**src/rtl/bphrt_pkg.sv**
```systemverilog
`timescale 1ns / 1ps
// ----------------------------------------------------------------------------
// bphrt_pkg
// Shared types and constants of the button press/hold/release tracker.
// ----------------------------------------------------------------------------
package bphrt_pkg;

   localparam int EVENT_BITS = 3;
   localparam int HOLD_BITS  = 32;

   localparam logic [HOLD_BITS-1:0] HOLD_RESET = 32'd1000;

   typedef enum logic [EVENT_BITS-1:0] {
      PH_IDLE     = 3'd0,
      PH_PRESSED  = 3'd1,
      PH_TIMING   = 3'd2,
      PH_HOLD     = 3'd3,
      PH_RELEASED = 3'd4
   } phase_type;

   // register update controls from the step logic
   typedef struct packed {
      phase_type next_phase;
      logic      take_key;
      logic      take_start;
      logic      retire_key;
   } step_ctl_type;

endpackage

```
**src/rtl/bphrt_if.sv**
```systemverilog
`timescale 1ns / 1ps
// ----------------------------------------------------------------------------
// bphrt_if
// Handshake channels of the tracker: sample input, result output, and the
// hold threshold write port.
// ----------------------------------------------------------------------------
interface bphrt_req_if #(
   parameter int KEY_BITS  = 8,
   parameter int TICK_BITS = 32
);
   logic                 valid;
   logic                 ready;
   logic [KEY_BITS-1:0]  key_mask;
   logic [TICK_BITS-1:0] now_tick;

   modport source (output valid, output key_mask, output now_tick, input ready);
   modport sink   (input valid, input key_mask, input now_tick, output ready);
endinterface

interface bphrt_rsp_if #(
   parameter int KEY_BITS = 8
);
   logic                                valid;
   logic                                ready;
   logic [bphrt_pkg::EVENT_BITS-1:0]    event_code;
   logic [KEY_BITS-1:0]                 current_key;
   logic [KEY_BITS-1:0]                 last_key;

   modport source (output valid, output event_code, output current_key,
                   output last_key, input ready);
   modport sink   (input valid, input event_code, input current_key,
                   input last_key, output ready);
endinterface

interface bphrt_csr_if;
   logic                             valid;
   logic                             ready;
   logic [bphrt_pkg::HOLD_BITS-1:0]  hold_ticks;

   modport source (output valid, output hold_ticks, input ready);
   modport sink   (input valid, input hold_ticks, output ready);
endinterface

```
**src/rtl/bphrt_step.sv**
```systemverilog
`timescale 1ns / 1ps
// ----------------------------------------------------------------------------
// bphrt_step
// Next-phase decision for one key sample, including the wrap-around
// elapsed-time compare against the hold threshold.
// ----------------------------------------------------------------------------
module bphrt_step #(
   parameter int KEY_BITS  = 8,
   parameter int TICK_BITS = 32
) (
   input  bphrt_pkg::phase_type          phase,
   input  logic [KEY_BITS-1:0]           key_mask,
   input  logic [TICK_BITS-1:0]          now_tick,
   input  logic [KEY_BITS-1:0]           tracked_key,
   input  logic [TICK_BITS-1:0]          start_tick,
   input  logic [bphrt_pkg::HOLD_BITS-1:0] hold_ticks,
   output bphrt_pkg::step_ctl_type       ctl
);

   localparam int CMP_BITS = (TICK_BITS > bphrt_pkg::HOLD_BITS) ?
                             TICK_BITS : bphrt_pkg::HOLD_BITS;

   logic [TICK_BITS-1:0] elapsed;
   logic                 held_long;
   logic                 no_key;
   logic                 same_key;

   // subtraction wraps modulo 2^TICK_BITS
   assign elapsed   = now_tick - start_tick;
   assign held_long = CMP_BITS'(elapsed) > CMP_BITS'(hold_ticks);
   assign no_key    = (key_mask == '0);
   assign same_key  = (key_mask == tracked_key);

   always_comb begin
      ctl.next_phase = phase;
      ctl.take_key   = 1'b0;
      ctl.take_start = 1'b0;
      ctl.retire_key = 1'b0;
      case (phase)
         bphrt_pkg::PH_IDLE: begin
            if (!no_key) begin
               ctl.take_key   = 1'b1;
               ctl.next_phase = bphrt_pkg::PH_PRESSED;
            end
         end
         bphrt_pkg::PH_PRESSED: begin
            if (no_key) begin
               ctl.next_phase = bphrt_pkg::PH_RELEASED;
            end else if (same_key) begin
               ctl.next_phase = bphrt_pkg::PH_TIMING;
               ctl.take_start = 1'b1;
            end else begin
               ctl.take_key = 1'b1;
            end
         end
         bphrt_pkg::PH_TIMING: begin
            if (no_key) begin
               ctl.next_phase = bphrt_pkg::PH_RELEASED;
            end else if (same_key) begin
               if (held_long) begin
                  ctl.next_phase = bphrt_pkg::PH_HOLD;
               end
            end else begin
               ctl.take_key   = 1'b1;
               ctl.next_phase = bphrt_pkg::PH_PRESSED;
            end
         end
         bphrt_pkg::PH_HOLD: begin
            if (no_key) begin
               ctl.next_phase = bphrt_pkg::PH_RELEASED;
            end else if (!same_key) begin
               ctl.take_key   = 1'b1;
               ctl.next_phase = bphrt_pkg::PH_PRESSED;
            end
         end
         bphrt_pkg::PH_RELEASED: begin
            // sample ignored; key moves to last-key
            ctl.retire_key = 1'b1;
            ctl.next_phase = bphrt_pkg::PH_IDLE;
         end
         default: begin
            ctl.next_phase = phase;
         end
      endcase
   end

endmodule

```
**src/rtl/button_press_hold_release_tracker_core.sv**
```systemverilog
`timescale 1ns / 1ps
// ----------------------------------------------------------------------------
// button_press_hold_release_tracker_core
// Tracks press, timing, hold and release of a sampled key mask.
// Path: the input register captures the sample beat, then the result register
// takes the result of the phase update.
// Throughput: one sample beat per cycle while the result is taken; the input
// register lets a new sample in while a finished result waits.
// Reset: phase idle, keys and start tick zero, hold_ticks 1000.
// ----------------------------------------------------------------------------
module button_press_hold_release_tracker_core #(
   parameter int KEY_BITS  = 8,
   parameter int TICK_BITS = 32
) (
   input  logic         clock,
   input  logic         reset,
   bphrt_req_if.sink    req_ch,
   bphrt_rsp_if.source  rsp_ch,
   bphrt_csr_if.sink    csr_ch
);

   // input stage
   logic                 s1_valid_ff, s1_valid_in;
   logic [KEY_BITS-1:0]  s1_key_ff;
   logic [TICK_BITS-1:0] s1_tick_ff;

   // tracker state
   bphrt_pkg::phase_type            phase_ff, phase_in;
   logic [KEY_BITS-1:0]             tracked_key_ff, tracked_key_in;
   logic [KEY_BITS-1:0]             released_key_ff, released_key_in;
   logic [TICK_BITS-1:0]            start_tick_ff, start_tick_in;
   logic [bphrt_pkg::HOLD_BITS-1:0] hold_ticks_ff, hold_ticks_in;

   // result register
   logic                             rsp_valid_ff, rsp_valid_in;
   logic [bphrt_pkg::EVENT_BITS-1:0] rsp_event_ff;
   logic [KEY_BITS-1:0]              rsp_current_ff;
   logic [KEY_BITS-1:0]              rsp_last_ff;

   bphrt_pkg::step_ctl_type ctl;

   logic req_go;
   logic s1_go;
   logic rsp_free;

   assign rsp_free     = !rsp_valid_ff || rsp_ch.ready;
   assign s1_go        = s1_valid_ff && rsp_free;
   assign req_ch.ready = !s1_valid_ff || rsp_free;
   assign req_go       = req_ch.valid && req_ch.ready;
   assign csr_ch.ready = 1'b1;

   bphrt_step #(
      .KEY_BITS  (KEY_BITS),
      .TICK_BITS (TICK_BITS)
   ) u_step (
      .phase       (phase_ff),
      .key_mask    (s1_key_ff),
      .now_tick    (s1_tick_ff),
      .tracked_key (tracked_key_ff),
      .start_tick  (start_tick_ff),
      .hold_ticks  (hold_ticks_ff),
      .ctl         (ctl)
   );

   always_comb begin
      s1_valid_in     = req_go || (s1_valid_ff && !s1_go);
      rsp_valid_in    = s1_go || (rsp_valid_ff && !rsp_ch.ready);
      phase_in        = phase_ff;
      tracked_key_in  = tracked_key_ff;
      released_key_in = released_key_ff;
      start_tick_in   = start_tick_ff;
      hold_ticks_in   = hold_ticks_ff;
      if (s1_go) begin
         phase_in = ctl.next_phase;
         if (ctl.retire_key) begin
            released_key_in = tracked_key_ff;
            tracked_key_in  = '0;
         end else if (ctl.take_key) begin
            tracked_key_in = s1_key_ff;
         end
         if (ctl.take_start) begin
            start_tick_in = s1_tick_ff;
         end
      end
      if (csr_ch.valid) begin
         hold_ticks_in = csr_ch.hold_ticks;
      end
   end

   always_ff @(posedge clock) begin
      if (reset) begin
         s1_valid_ff     <= 1'b0;
         rsp_valid_ff    <= 1'b0;
         phase_ff        <= bphrt_pkg::PH_IDLE;
         tracked_key_ff  <= '0;
         released_key_ff <= '0;
         start_tick_ff   <= '0;
         hold_ticks_ff   <= bphrt_pkg::HOLD_RESET;
      end else begin
         s1_valid_ff     <= s1_valid_in;
         rsp_valid_ff    <= rsp_valid_in;
         phase_ff        <= phase_in;
         tracked_key_ff  <= tracked_key_in;
         released_key_ff <= released_key_in;
         start_tick_ff   <= start_tick_in;
         hold_ticks_ff   <= hold_ticks_in;
      end
   end

   // payload registers
   always_ff @(posedge clock) begin
      if (req_go) begin
         s1_key_ff  <= req_ch.key_mask;
         s1_tick_ff <= req_ch.now_tick;
      end
      if (s1_go) begin
         rsp_event_ff   <= phase_in;
         rsp_current_ff <= tracked_key_in;
         rsp_last_ff    <= released_key_in;
      end
   end

   assign rsp_ch.valid       = rsp_valid_ff;
   assign rsp_ch.event_code  = rsp_event_ff;
   assign rsp_ch.current_key = rsp_current_ff;
   assign rsp_ch.last_key    = rsp_last_ff;

`ifndef SYNTH
   // a key is tracked exactly when the phase is not idle
   a_idle_key: assert property (@(posedge clock) disable iff (reset)
      (phase_ff == bphrt_pkg::PH_IDLE) == (tracked_key_ff == '0))
      else $error("tracked key does not match idle phase");

   // released always returns to idle on the next beat
   a_release_idle: assert property (@(posedge clock) disable iff (reset)
      (s1_go && phase_ff == bphrt_pkg::PH_RELEASED) |=> phase_ff == bphrt_pkg::PH_IDLE)
      else $error("released phase did not return to idle");

   // every processed beat lands in the result register
   a_result_loaded: assert property (@(posedge clock) disable iff (reset)
      s1_go |=> rsp_valid_ff)
      else $error("processed beat lost");

   // phase and tracked key only move when a beat is processed
   a_state_hold: assert property (@(posedge clock) disable iff (reset)
      !s1_go |=> $stable(phase_ff) && $stable(tracked_key_ff))
      else $error("state changed without a beat");
`endif

endmodule
```
**src/flat_wrapper.sv**
```systemverilog
// flat-port wrapper written by rule: the top's interface ports become plain ports
module button_press_hold_release_tracker_core_flat 
#(
   parameter int KEY_BITS  = 8,
   parameter int TICK_BITS = 32
)
  (clock, reset, req_ch_valid, req_ch_key_mask, req_ch_now_tick, req_ch_ready, rsp_ch_valid, rsp_ch_event_code, rsp_ch_current_key, rsp_ch_last_key, rsp_ch_ready, csr_ch_valid, csr_ch_hold_ticks, csr_ch_ready);
  bphrt_req_if #(.KEY_BITS(KEY_BITS), .TICK_BITS(TICK_BITS)) req_ch_i ();
  bphrt_rsp_if #(.KEY_BITS(KEY_BITS)) rsp_ch_i ();
  bphrt_csr_if csr_ch_i ();
  input  logic clock;
  input  logic reset;
  input wire logic [$bits(req_ch_i.valid)-1:0] req_ch_valid;
  input wire logic [$bits(req_ch_i.key_mask)-1:0] req_ch_key_mask;
  input wire logic [$bits(req_ch_i.now_tick)-1:0] req_ch_now_tick;
  output wire logic [$bits(req_ch_i.ready)-1:0] req_ch_ready;
  output wire logic [$bits(rsp_ch_i.valid)-1:0] rsp_ch_valid;
  output wire logic [$bits(rsp_ch_i.event_code)-1:0] rsp_ch_event_code;
  output wire logic [$bits(rsp_ch_i.current_key)-1:0] rsp_ch_current_key;
  output wire logic [$bits(rsp_ch_i.last_key)-1:0] rsp_ch_last_key;
  input wire logic [$bits(rsp_ch_i.ready)-1:0] rsp_ch_ready;
  input wire logic [$bits(csr_ch_i.valid)-1:0] csr_ch_valid;
  input wire logic [$bits(csr_ch_i.hold_ticks)-1:0] csr_ch_hold_ticks;
  output wire logic [$bits(csr_ch_i.ready)-1:0] csr_ch_ready;
  assign req_ch_i.valid = req_ch_valid;
  assign req_ch_i.key_mask = req_ch_key_mask;
  assign req_ch_i.now_tick = req_ch_now_tick;
  assign req_ch_ready = req_ch_i.ready;
  assign rsp_ch_valid = rsp_ch_i.valid;
  assign rsp_ch_event_code = rsp_ch_i.event_code;
  assign rsp_ch_current_key = rsp_ch_i.current_key;
  assign rsp_ch_last_key = rsp_ch_i.last_key;
  assign rsp_ch_i.ready = rsp_ch_ready;
  assign csr_ch_i.valid = csr_ch_valid;
  assign csr_ch_i.hold_ticks = csr_ch_hold_ticks;
  assign csr_ch_ready = csr_ch_i.ready;
  button_press_hold_release_tracker_core #(.KEY_BITS(KEY_BITS), .TICK_BITS(TICK_BITS)) u_core (.clock(clock), .reset(reset), .req_ch(req_ch_i), .rsp_ch(rsp_ch_i), .csr_ch(csr_ch_i));
endmodule
```
**config.mk**
```make
export PLATFORM = sky130hd
export DESIGN_NAME = button_press_hold_release_tracker_core_flat
export DESIGN_NICKNAME = d
export VERILOG_FILES = /design/src/rtl/bphrt_pkg.sv /design/src/rtl/bphrt_if.sv /design/src/rtl/bphrt_step.sv /design/src/rtl/button_press_hold_release_tracker_core.sv /design/src/flat_wrapper.sv
export SDC_FILE = /design/constraint.sdc
export NUM_CORES = 1
export LEC_CHECK = 0
export ABC_AREA = 1
export BUFFER_PORTS_ARGS = -buffer_cell sky130_fd_sc_hd__buf_2
export CORE_UTILIZATION = 25
export CTS_BUF_LIST = sky130_fd_sc_hd__clkbuf_8
export CTS_CLUSTER_DIAMETER = 60
export DETAILED_ROUTE_END_ITERATION = 6
export PLACE_DENSITY = 0.49
export SLEW_MARGIN = 20
export SYNTH_ARGS = -nofsm -noshare
export SYNTH_HDL_FRONTEND = slang
export SYNTH_SLANG_ARGS = --single-unit
```
**constraint.sdc**
```tcl
create_clock -name clock -period 7.28 [get_ports clock]
set_input_delay 0.728 -clock clock [delete_from_list [all_inputs] [get_ports clock]]
set_output_delay 0.728 -clock clock [all_outputs]
set_load 0.02 [all_outputs]
```
---- Word level (Yosys, flattened, before mapping) ----
Cells that the tools add are included.
word-level totals
  bits in registers ....................... 144
  output and inout port bits .............. 22
  word-level logic and storage cells ...... 57
cells by class
  add/subtract/negate cells ............... 1
  order comparisons ....................... 1
  equal/unequal tests ..................... 5
  multiplexer cells ....................... 23
  reductions and logical operators ........ 15
operators by type and width
  operator                                              count
  two-way mux 8 bit                                     5
  greater-than comparator 32 bit                        1
  subtractor 32 bit                                     1
  two-way mux 3 bit                                     7
  one-hot mux 3 bit (5 select lines)                    1
  equality test 8 bit                                   1
  zero test 8 bit                                       1
  two-way mux 4 bit                                     2
  equality test 3 x 2 -> 1 bit (second input constant)  2
  two-way mux 1 bit                                     6
  logical AND 1 bit                                     4
  zero test 1 bit                                       4
  logical OR 1 bit                                      4
  one-hot mux 1 bit (4 select lines)                    1
  equality test 3 x 1 -> 1 bit (second input constant)  1
  equality test 3 bit (second input constant)           1
  zero test 3 bit                                       1
  two-way mux 2 bit                                     1
  AND reduction 2 bit                                   1

---- Longest topological paths before layout ----
Gate-level depths: netlist (run 1).
  depth in word-level cells ............... 7
  depth in mapped cells ................... 30

---- Hierarchy ----
Synthesis (run 1) repeated with hierarchy kept, for this count alone.
unflattened totals
  cell total of the unflattened synthesis .. 1096
  area, all modules ....................... 8235.4 um2
by module, submodules not included
  module                                  times used  cells each  area an instance (um2)
  button_press_hold_release_tracker_core  1           569         5177.5
  bphrt_step                              1           527         3057.9

---- Least setup slack after synthesis (run 1) ----
OpenSTA, ideal clock, no wires.
  kind .................................... flip-flop to flip-flop
  from .................................... reg u_core.s1_tick_ff[0]
  to ...................................... reg u_core.rsp_event_ff, in the netlist u_core.rsp_ch.event_code[2] (data pin)
  library setup time ...................... 251 ps
  arrival time ............................ 3121 ps
  path slack .............................. 3908 ps
  stages on the path, launching flop included .. 31
  path buffers ............................ 0
  cells stage by stage .................... edfxtp_1 > inv_1 > ha_1 > inv_1 > fa_1 > nand3_1 > nand2_1 > nand2_1 > nand2_1 > inv_1 > o21bai_1 > a21oi_1 > inv_1 > nand4_1 > nand2_1 > nand2_1 > nand2_1 > ha_1 > nand2_1 > nor2_1 > nand2_1 > nor4_1 > nand2_1 > nand2_1 > nand2_1 > nand2_1 > nand2_1 > nand2_1 > nand2_1 > nand2_1 > inv_1
between the ends
  longest elaborated chain between the ends .. 7
RTL lines
  item                                RTL line                                       RTL
  from (decl)                         button_press_hold_release_tracker_core.sv:25   logic [TICK_BITS-1:0] s1_tick_ff;
  from (signal assigned)              button_press_hold_release_tracker_core.sv:114  s1_tick_ff <= req_ch.now_tick;
  subtractor 32 bit                   bphrt_step.sv:29                               assign elapsed = now_tick - start_tick;
  greater-than comparator 32 bit      bphrt_step.sv:30                               assign held_long = CMP_BITS'(elapsed) > CMP_BITS'(hold_ticks);
  two-way mux 3 bit                   bphrt_step.sv:60                               if (held_long) begin
  two-way mux 3 bit                   bphrt_step.sv:59                               end else if (same_key) begin
  two-way mux 3 bit                   bphrt_step.sv:57                               if (no_key) begin
  one-hot mux 3 bit (5 select lines)  bphrt_step.sv:39                               case (phase)
  two-way mux 3 bit                   button_press_hold_release_tracker_core.sv:73   if (s1_go) begin
  net u_core.phase_in[2]              button_press_hold_release_tracker_core.sv:28   bphrt_pkg::phase_type phase_ff, phase_in;
  to (signal assigned)                button_press_hold_release_tracker_core.sv:117  rsp_event_ff <= phase_in;
  to (decl)                           button_press_hold_release_tracker_core.sv:36   logic [bphrt_pkg::EVENT_BITS-1:0] rsp_event_ff;
The timed path passes the listed nets, and every way through them passes these cells.
A chain may end at the register's enable or synchronous reset.

---- Worst setup path in the final report (run 1) ----
  from .................................... reg u_core.s1_tick_ff[0]
  to ...................................... reg u_core.rsp_event_ff, in the netlist u_core.rsp_ch.event_code[0] (data pin)
Same word-level chain as after synthesis.

==> results of run 1 <==
final cells by class:
class	instances	area [sq um]
sequential	144	3470
multi-input combinational	612	3520
timing repair buffer	100	508
clock buffer	18	248
clock inverter	14	129
tap	396	495
fill	3321	21500
inverter	178	668
sequential cells by signal, indices dropped and copies added (netlist names):
name and count:
u_core.hold_ticks_ff 32, u_core.phase_ff 3, u_core.released_key_ff 8, u_core.rsp_ch.current_key 8, u_core.rsp_ch.event_code 3, u_core.rsp_ch.last_key 8
u_core.rsp_ch.valid 1, u_core.s1_key_ff 8, u_core.s1_tick_ff 32, u_core.s1_valid_ff 1, u_core.start_tick_ff 32, u_core.tracked_key_ff 8
power by group through the flow:
stage,combinational [W],clock [W],sequential [W]
after detailed placement,0.000299,0,0.000918
final,0.000296,0.000624,0.000899
after floorplan,0.000202,0,0.000920
after global routing,0.000345,0.000684,0.000904
after global placement,0.000297,0,0.000918
after CTS,0.000300,0.000654,0.000900
per-stage QoR:
step                utilization  std cells  worst slack [ns]  hold slack (ns)  cell area, sq um
global route              0.296       1462              2.77            0.393              9040
floorplan                     -        960              3.91            0.436              7780
detailed placement        0.283       1430              3.28            0.468              8670
CTS                       0.296       1462              3.25            0.397              9040
finish                    0.296       1462              3.20            0.438              9040
global placement          0.283       1430              3.38            0.452              8670
cells by family (layout without fill, tap and decap cells):
group	count (synthesis)	count (layout)
AO/OA/AOI/OAI	252	252
buffers and inverters	204	310
AND/OR/NAND/NOR	265	265
adder cells (fa/ha/maj)	64	64
XOR/XNOR	30	30
other	1	1
flip-flops	144	144
cell usage after synthesis, drive strengths merged (11+ instances only):
cell type,instances,area [sq um]
inv,178,668
nand2,158,596
a21oi,125,626
o21ai,89,445
dfxtp,85,1700
nor2,66,250
ha,63,788
edfxtp,59,1770
clkbuf,20,75.1
xor2,19,166
nand3,17,90.1
nor3,11,55.1
o211ai,11,82.6
xnor2,11,96.3
worst max-delay path: stages, from the launching register on:
cell	delay [ns]
edfxtp_1	0.38
inv_1	0.09
ha_1	0.14
inv_1	0.06
fa_1	0.40
nand3_1	0.10
nand2_1	0.08
nand2_1	0.07
nand2_1	0.12
inv_1	0.10
o21bai_1	0.11
a31oi_1	0.31
o21ai_0	0.19
xor2_1	0.17
ha_1	0.30
nand2_1	0.06
nor2_1	0.16
nand2_1	0.09
nor4_1	0.36
nand3b_1	0.12
nand2_1	0.12
nand2_1	0.06
nand2_1	0.06
nand3_1	0.06
nand2_1	0.09
inv_1	0.04
worst max-delay path by stage:
stage	startpoint	to	cells past startpoint
final	u_core.s1_tick_ff[0]	u_core.rsp_ch.event_code[0]	25
after global routing	u_core.s1_tick_ff[0]	u_core.rsp_ch.event_code[2]	27
after CTS	u_core.s1_tick_ff[0]	u_core.rsp_ch.event_code[0]	25
after detailed placement	u_core.s1_tick_ff[0]	u_core.rsp_ch.event_code[0]	25
after global placement	u_core.s1_tick_ff[2]	u_core.rsp_ch.event_code[2]	22
after floorplan	u_core.s1_tick_ff[0]	u_core.rsp_ch.event_code[2]	30
metal layers:
metal,track usage,up-vias,part of all wire
met5,0,-,0
met3,0.0243,20,0.036
met1,0.171,2805,0.50
met4,0.0484,0,0.015
met2,0.208,99,0.45
li1,-,3350,-
==> metrics.md, run 1 <==
| Metric | Value |
|---|---|
| Max_cap viols | `0` |
| Critical path data arrival time | `4.30 ns` |
| Hold crit path type | `in -> reg` |
| Final Hold Viols | `0` |
| Internal power | `0.00130 W` |
| Asr flop ratio synth | `0` |
| Core area | `0.0306 sq mm` |
| RSZ-0062 raised after global routing | `false` |
| Post-CTS sizing | `0` |
| Worst-path clk slew | `0.09 ns` |
| Final Power | `0.00182 W` |
| Initial Util | `0.254` |
| Cell Pwr Density | `201 mW/mm^2` |
| Die width | `178 um` |
| Flop pwr share | `0.494` |
| Logic pwr share | `0.163` |
| Fin. max-slew vios | `0` |
| Critical path class | `reg -> reg` |
| Ys flop type | `dfxtp_1` |
| Die height | `178 um` |
| Critical Path Source Type | `flip-flop` |
| Commonest non-fill, non-tap cell in the layout | `inv_1` |
| Post-CTS Setup Bufs | `0` |
| Synth Area in Adders | `0.104` |
| Initial DRC count | `260` |
| Synth Area per Inst | `8.10 sq um` |
| Layout area overhead | `16.3%` |
| Ports | `99` |
| Mux cell area share after synthesis | `0` |
| DRC Markers | `0` |
| Clock Skew | `0.0213 ns` |
| Fraction of the mapped netlist area in compound gates | `0.174` |
| Avg WL per Cell | `13.3 um` |
| Sw Share | `0.287` |
| Worst-Margin Slew | `0.992 ns` |
| Synth warn | `0` |
| HPWL after DPL | `14600 um` |
| DR vias | `6274` |
| Hold path depth | `1` |
| RR Startpoint | `u_core.s1_tick_ff[0]` |
| R2R setup slack | `3.20 ns` |
| Synthesized Nets | `1101` |
| DRT Wirelength | `19500 um` |
| Post-route antenna net violation count | `0` |
| Crit path max fanout | `4` |
| XOR/XNOR Fraction of Synth Area | `0.0338` |
| Initial antenna violation count | `0` |
| Clk_lat worst skew | `0.46 ns` |
| Commonest non-fill, non-tap cells in the layout | `180 x inv_1, 157 x nand2_1, 125 x a21oi_1, 97 x buf_2, 85 x dfxtp_1` |
| Mapped Cells | `960` |
| Sequential share of the synthesized area | `0.447` |
| First-pass GRT wire length | `31200 um` |
| Netlist area before placement | `0.00778 sq mm` |
| Post-synth EDFFs | `59` |
| Total clock sinks | `144` |
| Vias in the first global route | `6027` |
| Reg2reg end | `u_core.rsp_ch.event_code[0]` |
| Die ar. | `0.0318 sq mm` |
| Crit path time final | `4.08 ns` |
| Unique masters post-synth | `37` |
| Max clock buf depth | `2` |
| Status | `finished clean` |
| GRT Resource Usage Total | `0.129` |
| Htree depth | `4` |
| Largest net degree at the start of global routing | `65` |
| Leak | `4.03 nW` |
| Total gr overflow | `0` |
| Reg2Reg Depth | `25` |
| Antenna fix cells | `0` |
| Max frequency | `245 MHz` |
| Initial DRT Pass Iterations | `5` |
| Worst Min Path Start | `req_ch_now_tick[7]` |
| Final setup viols | `0` |
| CTS Buf Count | `17` |
| Hold Crit Endpoint | `u_core.s1_tick_ff[7]` |
| Setup_tns | `0 ns` |
| CTS tree | `built` |
| Synth Register Bits | `144` |
| Clock Power Share | `0.343` |
| Switching pwr | `0.000522 W` |
| Vias/cell | `4.29` |
| FP Rows | `64` |
| Final period util | `0.560` |
| Share of cells above drive strength 1 | `0.124` |
| Crit path required time | `7.50 ns` |
| Clock root buffer | `clkbuf_8` |
| Routability cong. | `0.869` |
| # port buffers | `97` |
| Synth Area in Simple Gates | `0.140` |
| Worst slew margin | `0.337` |
| Largest family of logic cells by synthesized area | `compound AO/OA/AOI/OAI gates` |
| Fin nets | `1194` |
| Max VDD drop | `91.5 uV` |
| Critical path endpoint category | `flip-flop` |
| # hold bufs at CTS | `0` |
Power figures use the tool's default switching activity.
==> run 2: changes to the inputs <==
==> constraint.sdc (replaced) <==
create_clock -name clock -period 3.9 [get_ports clock]
set_input_delay 0.39 -clock clock [delete_from_list [all_inputs] [get_ports clock]]
set_output_delay 0.39 -clock clock [all_outputs]
set_load 0.02 [all_outputs]
==> run 2 against run 1 <==
Register-to-register slack lost 2.9 ns. First-iteration DRC count grew 20%. Cell area grew 4.0%. Critical endpoint is now u_core.rsp_ch.event_code[2]. Largest power group unchanged.
==> metrics.md, run 2 (synthesis gave the netlist of run 1 again) <==
| Metric | Value |
|---|---|
| Fin nets | `1208` |
| Biggest regs | `u_core.hold_ticks_ff x32, u_core.s1_tick_ff x32, u_core.start_tick_ff x32` |
| Max frequency | `275 MHz` |
| Core area | `0.0306 sq mm` |
| DRT Wirelength | `19900 um` |
| Total gr overflow | `0` |
| Cell depth of the worst setup path | `23` |
| # hold bufs at CTS | `0` |
| Clock Skew | `0.0153 ns` |
| Initial Util | `0.254` |
| Clk_lat worst skew | `0.46 ns` |
| Critical path class | `reg -> reg` |
| DR vias | `6417` |
| Hold crit path type | `in -> reg` |
| GRT Resource Usage Total | `0.130` |
| R2R setup slack | `0.27 ns` |
| Total clock sinks | `144` |
| Final period util | `0.932` |
| Post-route antenna net violation count | `0` |
| Leak | `4.17 nW` |
| CP peak stage delay | `0.41 ns` |
| Max_cap viols | `0` |
| Max VDD drop | `244 uV` |
| CP max-delay cell | `edfxtp_1` |
| Worst-path clk slew | `0.08 ns` |
| CP most frequent cell | `nand2_1` |
| Avg WL per Cell | `13.5 um` |
| FP Rows | `64` |
| Commonest non-fill, non-tap cell in the layout | `inv_1` |
| Fin. max-slew vios | `0` |
| Htree depth | `4` |
| Status | `finished clean` |
| Cell Pwr Density | `396 mW/mm^2` |
| Max clock buf depth | `2` |
| Die height | `178 um` |
| Final Hold Viols | `0` |
| Initial antenna violation count | `0` |
| CTS tree | `built` |
| Layout area overhead | `20.9%` |
| Crit path cell chain | `ha_1, nand2_1, nor4_2, buf_4, nand3_1, nand3_1, a21oi_1, xnor2_1, ha_1, nand2_1, nor2_1, nand2_2, nor4_4, buf_4, nand2_2, nand2_2, nand2_2, nand2_1, nand2_1, nand2_1, nand2_1, nand2_2, inv_2` |
| Initial DRC count | `312` |
| Non-Filler Instances | `1476` |
| Final setup viols | `0` |
| Clock root buffer | `clkbuf_8` |
| Vias in the first global route | `6075` |
| Share of cells above drive strength 1 | `0.169` |
| Placed cells | `1441` |
| Initial DRT Pass Iterations | `4` |
| Final worst slack | `0.266 ns` |
| Pre-CTS setup slack | `-0.0331 ns` |
| Reg2Reg Depth | `23` |
| Worst slew margin | `0.354` |
| Ports | `99` |
| Largest net degree at the start of global routing | `65` |
| Worst-Margin Slew | `0.968 ns` |
| Critical path data arrival time | `3.85 ns` |
| Crit path time final | `3.63 ns` |
| Crit path max-delay family | `simple AND/OR/NAND/NOR gates` |
| Vias/cell | `4.35` |
| # port buffers | `97` |
| CTS Buf Count | `17` |
| Crit path max fanout | `5` |
| Die width | `178 um` |
| Commonest non-fill, non-tap cells in the layout | `174 x inv_1, 147 x nand2_1, 120 x a21oi_1, 97 x buf_2, 85 x dfxtp_1` |
| Die ar. | `0.0318 sq mm` |
| DRC Markers | `0` |
| HPWL after DPL | `15200 um` |
| Critical path endpoint category | `flip-flop` |
| Crit path required time | `4.11 ns` |
| RSZ-0062 raised after global routing | `true` |
| First-pass GRT wire length | `31400 um` |
| Buf/Inv on CP | `3` |
| Critical Path Source Type | `flip-flop` |
| Setup_tns | `0 ns` |
| Antenna fix cells | `0` |
| Hold path depth | `1` |
| Routability cong. | `0.919` |
## run 2: cell type report
type | instances | area, sq um
sequential | 144 | 3470
multi-input combinational | 612 | 3660
clock buffer | 20 | 275
timing repair buffer | 114 | 613
inverter | 178 | 671
tap | 396 | 495
clock inverter | 12 | 211
fill | 3278 | 21200
## run 2: path summary, 6_finish.rpt
check / start / endpoint
worst min register to register: u_core.hold_ticks_ff[1] / u_core.hold_ticks_ff[1]
worst min-delay path: req_ch_now_tick[28] / u_core.s1_tick_ff[28]
worst max register to register: u_core.s1_tick_ff[19] / u_core.rsp_ch.event_code[2]
worst max-delay path: u_core.s1_tick_ff[19] / u_core.rsp_ch.event_code[2]
## run 2: worst register-to-register path, cell delays in order (launching register included)
cell and delay, ns:
edfxtp_1 0.41, ha_1 0.40, nand2_1 0.15, nor4_2 0.30, buf_4 0.18, nand3_1 0.09
nand3_1 0.19, a21oi_1 0.12, xnor2_1 0.14, ha_1 0.31, nand2_1 0.06, nor2_1 0.13
nand2_2 0.09, nor4_4 0.23, buf_4 0.16, nand2_2 0.05, nand2_2 0.05, nand2_2 0.05
nand2_1 0.05, nand2_1 0.05, nand2_1 0.05, nand2_1 0.06, nand2_2 0.07, inv_2 0.03
## run 2: power breakdown
part | switching (W) | total [W] | internal (W) | leakage [nW]
registers | 0.0000352 | 0.00168 | 0.00164 | 1.27
logic | 0.000366 | 0.000593 | 0.000226 | 2.65
clock network | 0.000581 | 0.00145 | 0.000871 | 0.247
total | 0.000982 | 0.00372 | 0.00274 | 4.17
## run 2: per-stage QoR
step / cell area, sq um / hold WS, ns / total power, W / utilization
after CTS: 9240 / 0.0464 / 0.00376 / 0.302
after global placement: 8750 / 0.453 / 0.00228 / 0.286
after floorplan: 7780 / 0.436 / 0.00209 / -
after global routing: 9400 / 0.0579 / 0.00393 / 0.307
final: 9400 / 0.105 / 0.00372 / 0.307
after detailed placement: 8750 / 0.459 / 0.00228 / 0.286
## run 2: timing repair
action / 4_1_cts / 5_1_grt
setup buffers: 0 / 3
pin swaps: 0 / 14
gates resized for setup: 2 / 41
endpoints found under the setup margin: 2 / 4
## run 2: layer usage
metal,up-vias,track usage,routed length [um]
met5,-,0,0
met4,0,0.0466,339
met3,18,0.0286,767
met2,119,0.207,8940
met1,2904,0.171,9830
li1,3376,-,-
